$ cat src/hw/rtl/pbp_pkg.sv
`timescale 1ns / 1ps
// Shared constants, types and codes for the perceptron branch predictor.
// Used by the datapath and the top level; no dependencies of its own.
package pbp_pkg;

  localparam int HISTORY_LEN = 64;
  localparam int ROW_COUNT   = 1024;

  localparam int HIST_W   = $clog2(HISTORY_LEN);
  localparam int ROW_W    = $clog2(ROW_COUNT);
  localparam int ADDR_W   = ROW_W + HIST_W;
  localparam int WEIGHT_W = 9;
  localparam int THR_W    = 8;
  localparam int ADDR_IN_W = 32;
  localparam int SUM_W    = $clog2(HISTORY_LEN * ((1 << (WEIGHT_W - 1)) - 1) + 1) + 1;

  localparam logic [THR_W-1:0] THR_RESET = THR_W'(137);

  typedef logic [1:0] hist_t;
  typedef logic signed [WEIGHT_W-1:0] weight_t;
  typedef logic signed [SUM_W-1:0] sum_t;

  localparam hist_t HIST_NONE      = 2'd0;
  localparam hist_t HIST_TAKEN     = 2'd1;
  localparam hist_t HIST_NOT_TAKEN = 2'd2;

  typedef struct packed {
    logic acc_clr;
    logic acc_en;
  } dp_ctrl_t;

  typedef struct packed {
    logic predicted;
    logic train;
  } dp_stat_t;

endpackage

$ cat src/hw/rtl/pbp_datapath.sv
`timescale 1ns / 1ps
// Shared arithmetic unit: accumulates one weight-times-history term a cycle
// and forms the trained value of one weight. Depends on pbp_pkg.
module pbp_datapath (
  input  logic                     clk,
  input  pbp_pkg::dp_ctrl_t        ctrl,
  input  pbp_pkg::weight_t         weight,
  input  pbp_pkg::hist_t           hist,
  input  logic                     taken,
  input  logic [pbp_pkg::THR_W-1:0] thr,
  output pbp_pkg::weight_t         new_weight,
  output pbp_pkg::dp_stat_t        stat
);

  pbp_pkg::sum_t sum_r;
  pbp_pkg::sum_t sum_nxt;
  pbp_pkg::sum_t term;
  pbp_pkg::sum_t w_ext;
  pbp_pkg::sum_t mag;
  logic signed [pbp_pkg::WEIGHT_W:0] w_cmp;
  logic signed [pbp_pkg::WEIGHT_W:0] thr_pos;
  logic signed [pbp_pkg::WEIGHT_W:0] thr_neg;
  logic agree;

  assign w_ext = {{(pbp_pkg::SUM_W - pbp_pkg::WEIGHT_W){weight[pbp_pkg::WEIGHT_W-1]}}, weight};

  always_comb begin
    case (hist)
      pbp_pkg::HIST_TAKEN:     term = w_ext;
      pbp_pkg::HIST_NOT_TAKEN: term = -w_ext;
      default:                 term = '0;
    endcase
  end

  always_comb begin
    sum_nxt = sum_r;
    if (ctrl.acc_clr) begin
      sum_nxt = '0;
    end else if (ctrl.acc_en) begin
      sum_nxt = sum_r + term;
    end
  end

  always_ff @(posedge clk) begin
    sum_r <= sum_nxt;
  end

  assign mag = sum_r[pbp_pkg::SUM_W-1] ? -sum_r : sum_r;
  assign stat.predicted = (sum_r > 0);
  assign stat.train = (stat.predicted != taken) ||
                      (mag <= pbp_pkg::sum_t'({1'b0, thr}));

  // An empty history entry trains as not taken.
  assign agree   = ((hist == pbp_pkg::HIST_TAKEN) == taken);
  assign w_cmp   = {weight[pbp_pkg::WEIGHT_W-1], weight};
  assign thr_pos = {{(pbp_pkg::WEIGHT_W + 1 - pbp_pkg::THR_W){1'b0}}, thr};
  assign thr_neg = -thr_pos;

  always_comb begin
    new_weight = weight;
    if (agree) begin
      if (w_cmp < thr_pos) begin
        new_weight = weight + pbp_pkg::WEIGHT_W'(1);
      end
    end else begin
      if (w_cmp > thr_neg) begin
        new_weight = weight - pbp_pkg::WEIGHT_W'(1);
      end
    end
  end

endmodule

$ cat config.mk
export PLATFORM = sky130hd
export DESIGN_NAME = pbp_datapath
export DESIGN_NICKNAME = d
export VERILOG_FILES = /design/src/hw/rtl/pbp_pkg.sv /design/src/hw/rtl/pbp_datapath.sv
export SDC_FILE = /design/constraint.sdc
export NUM_CORES = 1
export LEC_CHECK = 0
export BUFFER_PORTS_ARGS = -buffer_cell sky130_fd_sc_hd__buf_2
export CORE_ASPECT_RATIO = 1.75
export CORE_MARGIN = 2
export CORE_UTILIZATION = 45
export CTS_CLUSTER_DIAMETER = 80
export DETAILED_ROUTE_END_ITERATION = 10
export GPL_ROUTABILITY_DRIVEN = 0
export PLACE_DENSITY = 0.67
export SLEW_MARGIN = 20
export SYNTH_ARGS = -nofsm -noshare
export SYNTH_HDL_FRONTEND = slang
export SYNTH_SLANG_ARGS = --single-unit
$ cat constraint.sdc
create_clock -name clk -period 3 [get_ports clk]
set_input_delay 0.15 -clock clk [delete_from_list [all_inputs] [get_ports clk]]
set_output_delay 0.15 -clock clk [all_outputs]
set_load 0.02 [all_outputs]
==> key figures, run 1 <==
Status
  – Status: finished with violations
  – Violated checks: negative setup slack

Critical path
  – Register-to-register setup slack: 0.47 ns
  – Max stage delay on crit path: 0.59 ns
  – CP delay by family, top: compound AO/OA/AOI/OAI gates
  – Sequence of cells on the critical path: buf_6 > inv_2 > nand4_1 > or4_4 > xnor2_4 > ha_4 > a211oi_2 > nor2_1 > a2111oi_2 > buf_4 > a21oi_4 > a32oi_1 > xnor2_1 > buf_4
  – Worst setup EP type: output pin
  – R2R cell count: 9
  – Critical Path Stages: 14
  – CP Data Required Time: 2.85 ns
  – CP max stage cell: or4_4
  – CP Class: input port to output pin
  – Crit Path Max Fanout: 5
  – Crit path arrival time: 2.90 ns
  – Buf+Inv Stages, Crit Path: 4
  – Startpoint type of the worst setup path: input port
  – Crit-path most repeated cell: buf_4

Synthesis
  – Main flop type after synthesis: dfxtp_1
  – Mux contribution to synthesized area: 4.23%
  – Async set-reset flop share out of synthesis: 0%
  – Synth Area in XOR/XNOR: 9.97%
  – Adder-cell share of the synthesized area: 20.5%
  – Cells after Synth: 384
  – Post-synth EDFFs: 0
  – Yosys warnings: 0
  – Synthesized cell area: 0.00290 mm^2
  – Avg Cell Area, Syn: 7.55 um^2
  – Cell variety after synth: 62
  – Post-synth net total: 454
  – Post-synthesis simple-gate area fraction: 22.9%
  – Main combinational cell family by area after synthesis: compound AO/OA/AOI/OAI gates
  – Seq/Total Area, Yosys: 10.4%
  – Yosys reg bits: 15
  – Compound-Gate Fraction of Synth Area: 26.4%

STA
  – Setup WS post-layout: -0.0460 ns
  – Endpoints failing hold: 0
  – Tcrit/Tclk final: 102%
  – Relative slew slack: 44.6%
  – Setup Skew: 0.00626 ns
  – Hold WS: 0.260 ns
  – F_max: 0.328 GHz
  – Worst-margin pin slew: 0.825 ns
  – Max Slew Vio Count: 0
  – Endpoints failing setup: 7
  – Post-layout min period: 3.05 ns
  – Unrepaired setup endpoints after global routing: true

GRT
  – Aggregate global routing overflow: 0
  – Largest net degree at the start of global routing: 22
  – Vias in the first global route: 3,129
  – First-pass GRT wire length: 13,800 um
  – Initial antenna violation count: 0
  – Global Route Usage Sum: 24.7%

Clocking
  – Num CTS Buffers: 3
  – H-tree levels: 1
  – Clock-pin slew on the worst setup and hold paths: 0.07 ns
  – Hold Buf Count CTS: 0
  – CTS tree: yes
  – Clock Path Buffers: 2
  – Root Driver: clkbuf_8
  – Clock Sinks: 15
  – Worst skew pair latency: 0.26 ns

Hold path
  – Path type of the worst min-delay path: input port to register
  – Min-Delay Path Depth: 2

Power
  – PD cells: 256 mW/mm^2
  – Combinational share of power: 59.6%
  – Register share of total power: 23.1%
  – Peak VDD IR: 0.000265 V
  – Leak Pwr: 1.86 nW
  – Clock power share: 17.3%
  – Switch share: 42.0%
  – Switching power: 0.000417 W
  – Internal: 0.000574 W

Die
  – Die ar.: 0.00713 mm^2
  – Core area: 0.00623 mm^2
  – Num rows: 38
  – Number of I/O pins: 34
  – Chip Width: 64.7 um
  – Die H: 110 um
  – Starting Density: 46.6%

Drt
  – Vias: 3,267
  – Detail Route Antenna Nets: 0
  – DR pass1 iterations: 5
  – Drt total wl: 8820 um
  – Drt wl/cell: 15.9 um
  – DR iter-0 viols: 144
  – Vias per inst: 5.91
  – Drt drc: 0

Run
  – Max Cap Violations: 0

Cells and area
  – Design area: 0.00387 mm^2
  – Leading registers by flop count: sum_r x15
  – Area of the multi-input gates: 0.00262 mm^2
  – FF+latch area: 300 um^2
  – Largest register FFs: 15
  – # fillers: 543
  – Layout Nets: 544
  – Area added between synthesis and finish: 33.5%
  – Share of cells above drive strength 1: 31.7%
  – Antenna diode count: 0
  – Most flops, register: sum_r
  – Post-layout util: 62.2%

Place
  – Post-DP Area: 0.00354 mm^2
  – HPWL Detailed: 7030 um
  – PortBufs: 33
layer usage:
layer | part of all wire (%) | track usage [%]
met1 | 38 | 24.7
met2 | 54 | 49.0
met3 | 2.7 | 2.03
met4 | 5.6 | 13.7
met5 | 0 | 0
synth_stat cells, types with 3 or more instances:
cell | number | share of area, %
nor2b_1 | 4 | 0.86
nor3_1 | 9 | 1.6
or3_1 | 3 | 0.65
o21ai_0 | 18 | 3.1
nand2_1 | 18 | 2.3
nor2_1 | 39 | 5.0
or4_1 | 4 | 1.0
o31ai_1 | 4 | 1.0
a21oi_1 | 25 | 4.3
o211ai_1 | 5 | 1.3
nand4_1 | 6 | 1.3
clkbuf_1 | 9 | 1.2
nor3b_1 | 3 | 0.78
nand3_1 | 8 | 1.4
a21o_1 | 9 | 2.3
nand3b_1 | 3 | 0.78
a22oi_1 | 8 | 2.1
and3_1 | 5 | 1.1
inv_1 | 26 | 3.4
xor2_1 | 7 | 2.1
a211o_1 | 4 | 1.2
a31oi_1 | 3 | 0.65
a32oi_1 | 5 | 1.5
nand2b_1 | 8 | 1.7
a211oi_1 | 9 | 2.3
ha_1 | 46 | 20
o22ai_1 | 4 | 0.86
mux2i_1 | 10 | 3.5
dfxtp_1 | 15 | 10
xnor2_1 | 26 | 7.9
kinds of logic (layout without fill, tap and decap cells):
group,after synthesis,count (layout)
AO/OA/AOI/OAI,113,114
XOR/XNOR,33,33
adder cells (fa/ha/maj),47,47
buffers and inverters,40,128
flip-flops,15,15
multiplexers,12,12
AND/OR/NAND/NOR,124,124
worst paths after layout:
path | from | endpoint
hold reg to reg | sum_r[13]$_SDFFE_PP0P_ | sum_r[13]$_SDFFE_PP0P_
setup reg to reg | sum_r[0]$_SDFFE_PP0P_ | sum_r[14]$_SDFFE_PP0P_
setup / recovery | thr[2] | new_weight[4]
hold / removal | ctrl[1] | sum_r[10]$_SDFFE_PP0P_
cell type report:
type	count	share of cell area [%]
Timing Repair Buffer	98	18.3
Clock inverter	1	0.129
Multi-Input combinational cell	330	67.6
Tap cell	80	2.59
Inverter	26	2.52
Sequential cell	15	7.76
Clock buffer	3	1.07
cells in the final DEF, fill, tap and decap left out, drive strengths merged, types with 3 or more instances in the layout:
cell,count
a211o,4
nor3,10
nor2b,4
nand2b,9
nor3b,3
a211oi,9
a32oi,5
o22ai,4
o31ai,4
mux2i,10
or3,4
o211ai,5
or4,5
and3,5
a21o,9
buf,98
clkbuf,3
nand3,8
nand3b,3
xnor2,26
o21ai,22
nor2,39
xor2,7
nand4,6
a31oi,3
nand2,18
inv,26
a21oi,28
dfxtp,15
ha,46
a22oi,8
repair_timing:
item,in CTS,in global routing
cloned,0,1
resized for setup,3,47
endpoints found under the setup margin,9,14
buffers inserted,0,8
pin swaps,1,27
power by group through the flow:
stage | sequential, W | combinational, W | clock (W)
2_1_floorplan | 0.000230 | 0.000345 | 0
3_3_place_gp | 0.000233 | 0.000518 | 0
3_5_place_dp | 0.000233 | 0.000528 | 0
4_1_cts | 0.000229 | 0.000534 | 0.000172
5_1_grt | 0.000231 | 0.000650 | 0.000184
6_report | 0.000229 | 0.000591 | 0.000171
worst register-to-register path, delay by kind of cell, from the launching register on:
family                   cells  cell delay, ns
buffers and inverters        1            0.15
multiplexers                 2            0.57
AO/OA/AOI/OAI                4            0.70
adder cells (fa/ha/maj)      2            0.67
flip-flops                   1            0.32
per-stage QoR:
| stage | power (W) | instances | worst slack, ns | TNS (ns) |
|---|---|---|---|---|
| 3_3_place_gp | 0.000750 | 540 | -0.126 | -0.654 |
| 5_1_grt | 0.00107 | 553 | -0.111 | -0.843 |
| 4_1_cts | 0.000935 | 544 | 0.0126 | 0 |
| 2_1_floorplan | 0.000574 | 384 | 0.00800 | 0 |
| 3_5_place_dp | 0.000761 | 540 | -0.179 | -0.995 |
| 6_report | 0.000991 | 553 | -0.0460 | -0.141 |
(Power assumes the default switching activity.)
==> run 2: changes to the inputs <==
--- a/config.mk
+++ b/config.mk
@@ -6,7 +6,6 @@
 export NUM_CORES = 1
 export LEC_CHECK = 0
 export BUFFER_PORTS_ARGS = -buffer_cell sky130_fd_sc_hd__buf_2
-export CORE_ASPECT_RATIO = 1.75
 export CORE_MARGIN = 2
 export CORE_UTILIZATION = 45
 export CTS_CLUSTER_DIAMETER = 80
==> run 2 against run 1 <==
Non-clock buffer count is 6 lower. Critical path type unchanged. Global-route usage is 2.2 points lower. Core utilization shrank 1.6 points. First-iteration DRC count is 17% lower. Largest power group unchanged. Final cell count decreased by 1.6%. Sequential power grew 2%. Maximum frequency is 1.7% higher. Hold slack improved by 0.011 ns. Combinational power is 3.9% lower. Wire length is 7.4% lower. Die area is 0.35% lower. Setup slack gained 0.050 ns. The run now ends clean.
==> key figures, run 2 (synthesized netlist as in run 1, its figures left out) <==
GRT
  – Vias in the first global route: 2,948 (-5.8%)
  – First-pass GRT wire length: 13,400 um (-3.4%)
  – Largest net degree at the start of global routing: 22 (unchanged)
  – Global Route Usage Sum: 22.5% (-2.2 points)
  – Initial antenna violation count: 0 (unchanged)
  – Aggregate global routing overflow: 0 (unchanged)

Clocking
  – Clock Path Buffers: 2 (unchanged)
  – Num CTS Buffers: 3 (unchanged)
  – H-tree levels: 1 (unchanged)
  – Hold Buf Count CTS: 0 (unchanged)
  – Clock-pin slew on the worst setup and hold paths: 0.06 ns (about the same)
  – Clock Sinks: 15 (unchanged)
  – CTS tree: yes
  – Root Driver: clkbuf_8
  – Worst skew pair latency: 0.25 ns (about the same)

Cells and area
  – Leading registers by flop count: sum_r x15
  – Most frequent cells in the layout: 62 x buf_4, 46 x ha_1, 38 x nor2_1, 25 x buf_2
  – Commonest non-fill, non-tap cell in the layout: buf_4
  – Layout Nets: 538 (-1.1%)
  – Area of the multi-input gates: 0.00260 mm^2 (-0.57%)
  – Most flops, register: sum_r
  – # fillers: 545 (+0.37%)
  – Antenna diode count: 0 (unchanged)
  – Largest register FFs: 15 (unchanged)
  – Area added between synthesis and finish: 31.0%
  – FF+latch area: 305 um^2 (+1.7%)
  – Share of cells above drive strength 1: 29.3% (-2.4 points)

Critical path
  – CP delay by family, top: compound AO/OA/AOI/OAI gates
  – Sequence of cells on the critical path: buf_6 > inv_2 > nand4_1 > or4_4 > xnor2_2 > ha_1 > a211oi_2 > nor2_2 > a2111oi_4 > buf_4 > a21oi_4 > nor2b_4 > a211o_1 > buf_6
  – Max stage delay on crit path: 0.47 ns (-0.12 ns)
  – Worst setup EP type: output pin
  – CP Data Required Time: 2.85 ns (about the same)
  – Crit-path most repeated cell: buf_6
  – Startpoint type of the worst setup path: input port
  – CP Class: input port to output pin
  – Crit Path Max Fanout: 5 (unchanged)
  – CP max stage cell: or4_4
  – Crit path arrival time: 2.85 ns (-0.05 ns)
  – Buf+Inv Stages, Crit Path: 4 (unchanged)

Drt
  – Drt wl/cell: 15.0 um (-5.9%)
  – Detail Route Antenna Nets: 0 (unchanged)
  – Vias: 3,149 (-3.6%)
  – Drt total wl: 8170 um (-7.4%)
  – Drt drc: 0 (unchanged)
  – DR iter-0 viols: 120 (-17%)
  – DR pass1 iterations: 4 (-1)
  – Vias per inst: 5.79 (-2.0%)

Power
  – PD cells: 255 mW/mm^2 (-0.31%)
  – Internal: 0.000561 W (-2.3%)
  – Combinational share of power: 58.6% (-1.0 points)
  – Peak VDD IR: 0.000254 V (-4.2%)
  – Clock power share: 17.3% (about the same)
  – Register share of total power: 24.1% (+1.0 points)
  – Leak Pwr: 1.84 nW (-1.2%)
  – Switching power: 0.000408 W (-2.0%)
  – Switch share: 42.1% (+0.090 points)

STA
  – Endpoints failing hold: 0 (unchanged)
  – Max Slew Vio Count: 0 (unchanged)
  – Sum of negative setup slack: 0 ns (+0.141 ns)
  – Worst-margin pin slew: 0.678 ns (-0.147 ns)
  – Relative slew slack: 54.5% (+9.8 points)
  – Endpoints failing setup: 0 (-7)
  – Unrepaired setup endpoints after global routing: true
  – Setup Skew: 0.000931 ns (-0.00533 ns)
  – Tcrit/Tclk final: 99.9% (-1.7 points)
  – F_max: 0.334 GHz (+1.7%)
  – Post-layout min period: 3.00 ns (-0.0497 ns)
  – Setup WS post-layout: 0.00371 ns (+0.0497 ns)

Die
  – Core area: 0.00628 mm^2 (+0.78%)
  – Number of I/O pins: 34 (unchanged)
  – Num rows: 29 (-24%)
  – Starting Density: 46.2% (-0.36 points)
  – Die ar.: 0.00710 mm^2 (-0.35%)
  – Chip Width: 84.3 um (+30%)
  – Die H: 84.3 um (-24%)

Status
  – Status: completed

Place
  – HPWL Detailed: 6500 um (-7.6%)
  – PortBufs: 33 (unchanged)
  – Worst slack at placement: -0.118 ns (+0.0609 ns)

Hold path
  – Path type of the worst min-delay path: input port to register

Run
  – Max Cap Violations: 0 (unchanged)
## run 2: power groups by stage
stage | logic (W) | clock network (W) | registers, W
2_1_floorplan | 0.000345 | 0 | 0.000230
3_3_place_gp | 0.000507 | 0 | 0.000236
3_5_place_dp | 0.000517 | 0 | 0.000237
4_1_cts | 0.000526 | 0.000173 | 0.000232
5_1_grt | 0.000630 | 0.000180 | 0.000235
6_report | 0.000568 | 0.000168 | 0.000233
## run 2: path summary, 6_finish.rpt
check                         start                endpoint  depth (start not counted)  slack (ns)
max                          thr[4]           new_weight[1]                         14       0.004
min                         ctrl[1]  sum_r[10]$_SDFFE_PP0P_                          2        0.27
min reg2reg  sum_r[13]$_SDFFE_PP0P_  sum_r[13]$_SDFFE_PP0P_                          2        0.53
max reg2reg   sum_r[0]$_SDFFE_PP0P_  sum_r[14]$_SDFFE_PP0P_                          8        0.55
## run 2: cell type report
cell class / count / share of cell area, %
Multi-Input combinational cell: 330 / 68.5
Timing Repair Buffer: 92 / 17.0
Clock inverter: 1 / 0.132
Inverter: 26 / 2.64
Sequential cell: 15 / 8.04
Tap cell: 77 / 2.54
Clock buffer: 3 / 1.09
## run 2: metal layers
layer,routed length (um),up-vias,track usage (%),part of all wire (%)
met5,0,-,0,0
met4,87,0,4.84,1.1
met3,310,6,1.77,3.8
met2,3780,58,37.0,46
met1,3990,1483,32.0,49
li1,-,1602,-,-
## run 2: worst reg2reg max path: stages, from the launching register on
cell,delay (ns)
dfxtp_4,0.37
ha_1,0.25
fa_1,0.44
a21o_1,0.20
a31oi_1,0.27
o211ai_1,0.12
o211ai_1,0.13
mux2i_1,0.24
mux2_1,0.33
## run 2: through the flow
stage          hold slack [ns]  cell area [um^2]  cells  utilization [%]  total power (W)
4_1_cts                  0.259              3600    540             57.3         0.000932
2_1_floorplan            0.399              2920    384                -         0.000574
5_1_grt                  0.287              3800    544             60.5          0.00104
3_5_place_dp             0.526              3520    535             56.1         0.000754
3_3_place_gp             0.517              3520    535             56.1         0.000743
6_report                 0.272              3800    544             60.5         0.000969
## run 2: what timing repair did
| action | in CTS | in global routing |
|---|---|---|
| pin swaps | 1 | 11 |
| cloned | 1 | 0 |
| buffers inserted | 0 | 4 |
| resized for setup | 5 | 38 |
| setup endpoints to repair | 3 | 11 |
==> run 3: changes to the inputs <==
--- a/config.mk
+++ b/config.mk
@@ -11,7 +11,6 @@
 export CTS_CLUSTER_DIAMETER = 80
 export DETAILED_ROUTE_END_ITERATION = 10
 export GPL_ROUTABILITY_DRIVEN = 0
-export PLACE_DENSITY = 0.67
 export SLEW_MARGIN = 20
 export SYNTH_ARGS = -nofsm -noshare
 export SYNTH_HDL_FRONTEND = slang
==> constraint.sdc (replaced) <==
create_clock -name clk -period 2.9 [get_ports clk]
set_input_delay 0.145 -clock clk [delete_from_list [all_inputs] [get_ports clk]]
set_output_delay 0.145 -clock clk [all_outputs]
set_load 0.02 [all_outputs]
==> run 3 against run 2 <==
The flow now finishes with violations (negative setup slack). Power increased by 9.5%. Setup slack got worse by 0.083 ns. Wire length increased by 4.2%. Register-to-register slack got worse by 0.19 ns. Sequential power about the same. Combinational power increased by 16%. Largest power group unchanged.
==> key figures, run 3 (synthesized netlist as in run 1, its figures left out) <==
Status
  – Status: finished with violations
  – Violated checks: negative setup slack

Critical path
  – Sequence of cells on the critical path: buf_2 > inv_2 > nand4_1 > or4_4 > xnor2_4 > ha_4 > nand4_1 > a211oi_2 > a2111oi_4 > buf_4 > a21oi_4 > a211oi_2 > a211o_1 > buf_6
  – CP max stage cell: or4_4
  – Crit Path Max Fanout: 5 (unchanged)
  – Worst r2r src: sum_r[0]$_SDFFE_PP0P_
  – R2R cell count: 9 (+1)
  – Startpoint type of the worst setup path: input port
  – Buf+Inv Stages, Crit Path: 4 (unchanged)
  – Worst setup EP type: output pin
  – Max stage delay on crit path: 0.58 ns (+0.11 ns)
  – R2r endpoint: sum_r[14]$_SDFFE_PP0P_
  – Register-to-register setup slack: 0.36 ns (-0.19 ns)
  – Crit path arrival time: 2.83 ns (-0.02 ns)
  – CP Data Required Time: 2.76 ns (-0.09 ns)
  – CP Class: input port to output pin
  – CP delay by family, top: compound AO/OA/AOI/OAI gates

STA
  – F_max: 0.336 GHz
  – Max Slew Vio Count: 0 (unchanged)
  – Relative slew slack: 66.6% (+12 points)
  – Setup Skew: 0.00431 ns (+0.00338 ns)
  – Endpoints failing setup: 3 (+3)
  – Post-layout min period: 2.98 ns
  – Hold WS: 0.276 ns (+0.00383 ns)
  – Endpoints failing hold: 0 (unchanged)
  – Unrepaired setup endpoints after global routing: true
  – Setup WS post-layout: -0.0795 ns (-0.0832 ns)
  – Worst-margin pin slew: 0.500 ns (-0.178 ns)
  – Tcrit/Tclk final: 103%

Clocking
  – Clock Sinks: 15 (unchanged)
  – Clock-pin slew on the worst setup and hold paths: 0.06 ns (about the same)
  – CTS tree: yes
  – Num CTS Buffers: 3 (unchanged)
  – H-tree levels: 1 (unchanged)
  – Root Driver: clkbuf_8
  – Clock Path Buffers: 2 (unchanged)
  – Worst skew pair latency: 0.25 ns (about the same)

Cells and area
  – Most frequent cells in the layout: 101 x buf_4, 43 x ha_1, 37 x nor2_1, 25 x xnor2_1, 24 x a21oi_1
  – Commonest non-fill, non-tap cell in the layout: buf_4
  – Largest register FFs: 15 (unchanged)
  – Design area: 0.00418 mm^2 (+10%)
  – Area added between synthesis and finish: 44.1%
  – Post-layout util: 66.6% (+6.1 points)
  – Antenna diode count: 0 (unchanged)
  – Leading registers by flop count: sum_r x15
  – Share of cells above drive strength 1: 36.1% (+6.8 points)
  – Non-Filler Instances: 578 (+6.3%)
  – # fillers: 546 (+0.18%)
  – Layout Nets: 572 (+6.3%)
  – Most flops, register: sum_r

Power
  – Switch share: 40.8% (-1.3 points)
  – Clock power share: 15.7% (-1.6 points)
  – Register share of total power: 22.3% (-1.8 points)
  – Leak Pwr: 2.02 nW (+10%)
  – Internal: 0.000628 W (+12%)
  – Peak VDD IR: 0.000175 V (-31%)
  – PD cells: 254 mW/mm^2 (-0.45%)
  – Combinational share of power: 62.1% (+3.5 points)
  – Switching power: 0.000433 W (+6.1%)

Hold path
  – Hold_sp: ctrl[1]
  – Path type of the worst min-delay path: input port to register
  – Worst min-delay path endpoint: sum_r[7]$_SDFFE_PP0P_
  – Min-Delay Path Depth: 2 (unchanged)

Drt
  – Drt total wl: 8510 um (+4.2%)
  – DR pass1 iterations: 4 (unchanged)
  – Detail Route Antenna Nets: 0 (unchanged)
  – Vias: 3,236 (+2.8%)
  – DR iter-0 viols: 102 (-15%)
  – Drt drc: 0 (unchanged)
  – Drt wl/cell: 14.7 um (-1.9%)
  – Vias per inst: 5.60 (-3.3%)

Place
  – HPWL Detailed: 6880 um (+5.8%)
  – Post-DP Area: 0.00370 mm^2 (+5.1%)
  – PortBufs: 33 (unchanged)
  – Placed Cells: 558 (+4.3%)
  – Worst slack at placement: -0.232 ns (-0.114 ns)

GRT
  – First-pass GRT wire length: 14,100 um (+5.3%)
  – Largest net degree at the start of global routing: 22 (unchanged)
  – Vias in the first global route: 3,120 (+5.8%)
  – Global Route Usage Sum: 23.7% (+1.3 points)
  – Aggregate global routing overflow: 0 (unchanged)
  – Initial antenna violation count: 0 (unchanged)

Die
  – Die H: 84.3 um (unchanged)
  – Chip Width: 84.3 um (unchanged)
  – Number of I/O pins: 34 (unchanged)
  – Die ar.: 0.00710 mm^2 (unchanged)
  – Core area: 0.00628 mm^2 (unchanged)
  – Starting Density: 46.2% (unchanged)
  – Num rows: 29 (unchanged)

Run
  – Max Cap Violations: 0 (unchanged)
-- run 3: changes by cell type in the layout (fill, tap and decap cells not counted), moves of 2 or more --
| cell | previous run | this run |
|---|---|---|
| a22oi_1 | 7 | 4 |
| a22oi_2 | 1 | 4 |
| buf_12 | 0 | 2 |
| buf_2 | 25 | 19 |
| buf_4 | 62 | 101 |
| dfxtp_1 | 13 | 15 |
| ha_1 | 46 | 43 |
| ha_4 | 0 | 2 |
| inv_1 | 21 | 19 |
| o21ai_0 | 18 | 16 |
| o21ai_2 | 1 | 3 |
| xnor2_2 | 2 | 0 |
-- run 3: stage by stage --
| stage | setup TNS (ns) | power (W) |
|---|---|---|
| 5_1_grt | -1.33 | 0.00114 |
| 3_5_place_dp | -1.34 | 0.000810 |
| 6_report | -0.137 | 0.00106 |
| 3_3_place_gp | -1.09 | 0.000803 |
| 4_1_cts | -0.00959 | 0.00100 |
| 2_1_floorplan | -0.112 | 0.000596 |
-- run 3: layout make-up --
class	count	area [um^2]	share of cell area, %
clock inverters	1	5.00	0.120
clock buffers	3	41.3	0.988
multi-input cells	330	2680	64.2
flip-flops and latches	15	300	7.19
repair buffers	126	938	22.5
inverters	26	115	2.75
well taps	77	96.3	2.31
-- run 3: worst reg2reg max path: cells and delay by family, from the launching register on --
| family | cells | cell delay, ns |
|---|---|---|
| AO/OA/AOI/OAI | 4 | 0.69 |
| adder cells (fa/ha/maj) | 2 | 0.67 |
| buffers and inverters | 1 | 0.16 |
| multiplexers | 2 | 0.61 |
| flip-flops | 1 | 0.31 |
-- run 3: how the worst max path moves through the flow --
| stage | to | cells past startpoint | start |
|---|---|---|---|
| after global placement | sum_r[14]$_SDFFE_PP0P_ | 11 | weight[4] |
| final | new_weight[1] | 14 | thr[5] |
| after floorplan | sum_r[12]$_SDFFE_PP0P_ | 12 | weight[4] |
| after global routing | new_weight[1] | 14 | thr[2] |
| after CTS | new_weight[4] | 14 | thr[4] |
| after detailed placement | sum_r[13]$_SDFFE_PP0P_ | 16 | weight[0] |
-- run 3: power groups by stage --
stage                     sequential, W  combinational (W)  clock [W]
final                          0.000236           0.000659   0.000167
after global routing           0.000239           0.000726   0.000180
after CTS                      0.000236           0.000596   0.000170
after detailed placement       0.000240           0.000570          0
after global placement         0.000240           0.000564          0
after floorplan                0.000238           0.000358          0
-- run 3: routing by layer --
metal / track usage [%] / vias to the layer above / wire length, um / share of wire [%]
li1: - / 1664 / - / -
met1: 34.4 / 1496 / 4320 / 51
met2: 39.6 / 70 / 3840 / 45
met3: 0.295 / 6 / 273 / 3.2
met4: 4.99 / 0 / 72 / 0.85
met5: 0 / - / 0 / 0
-- run 3: what timing repair did --
item | 4_1_cts | 5_1_grt
cloned | 1 | 0
pin swaps | 2 | 39
hold buffers | 0 | 0
gates resized for setup | 15 | 59
endpoints found under the setup margin | 9 | 14
buffers inserted | 1 | 15
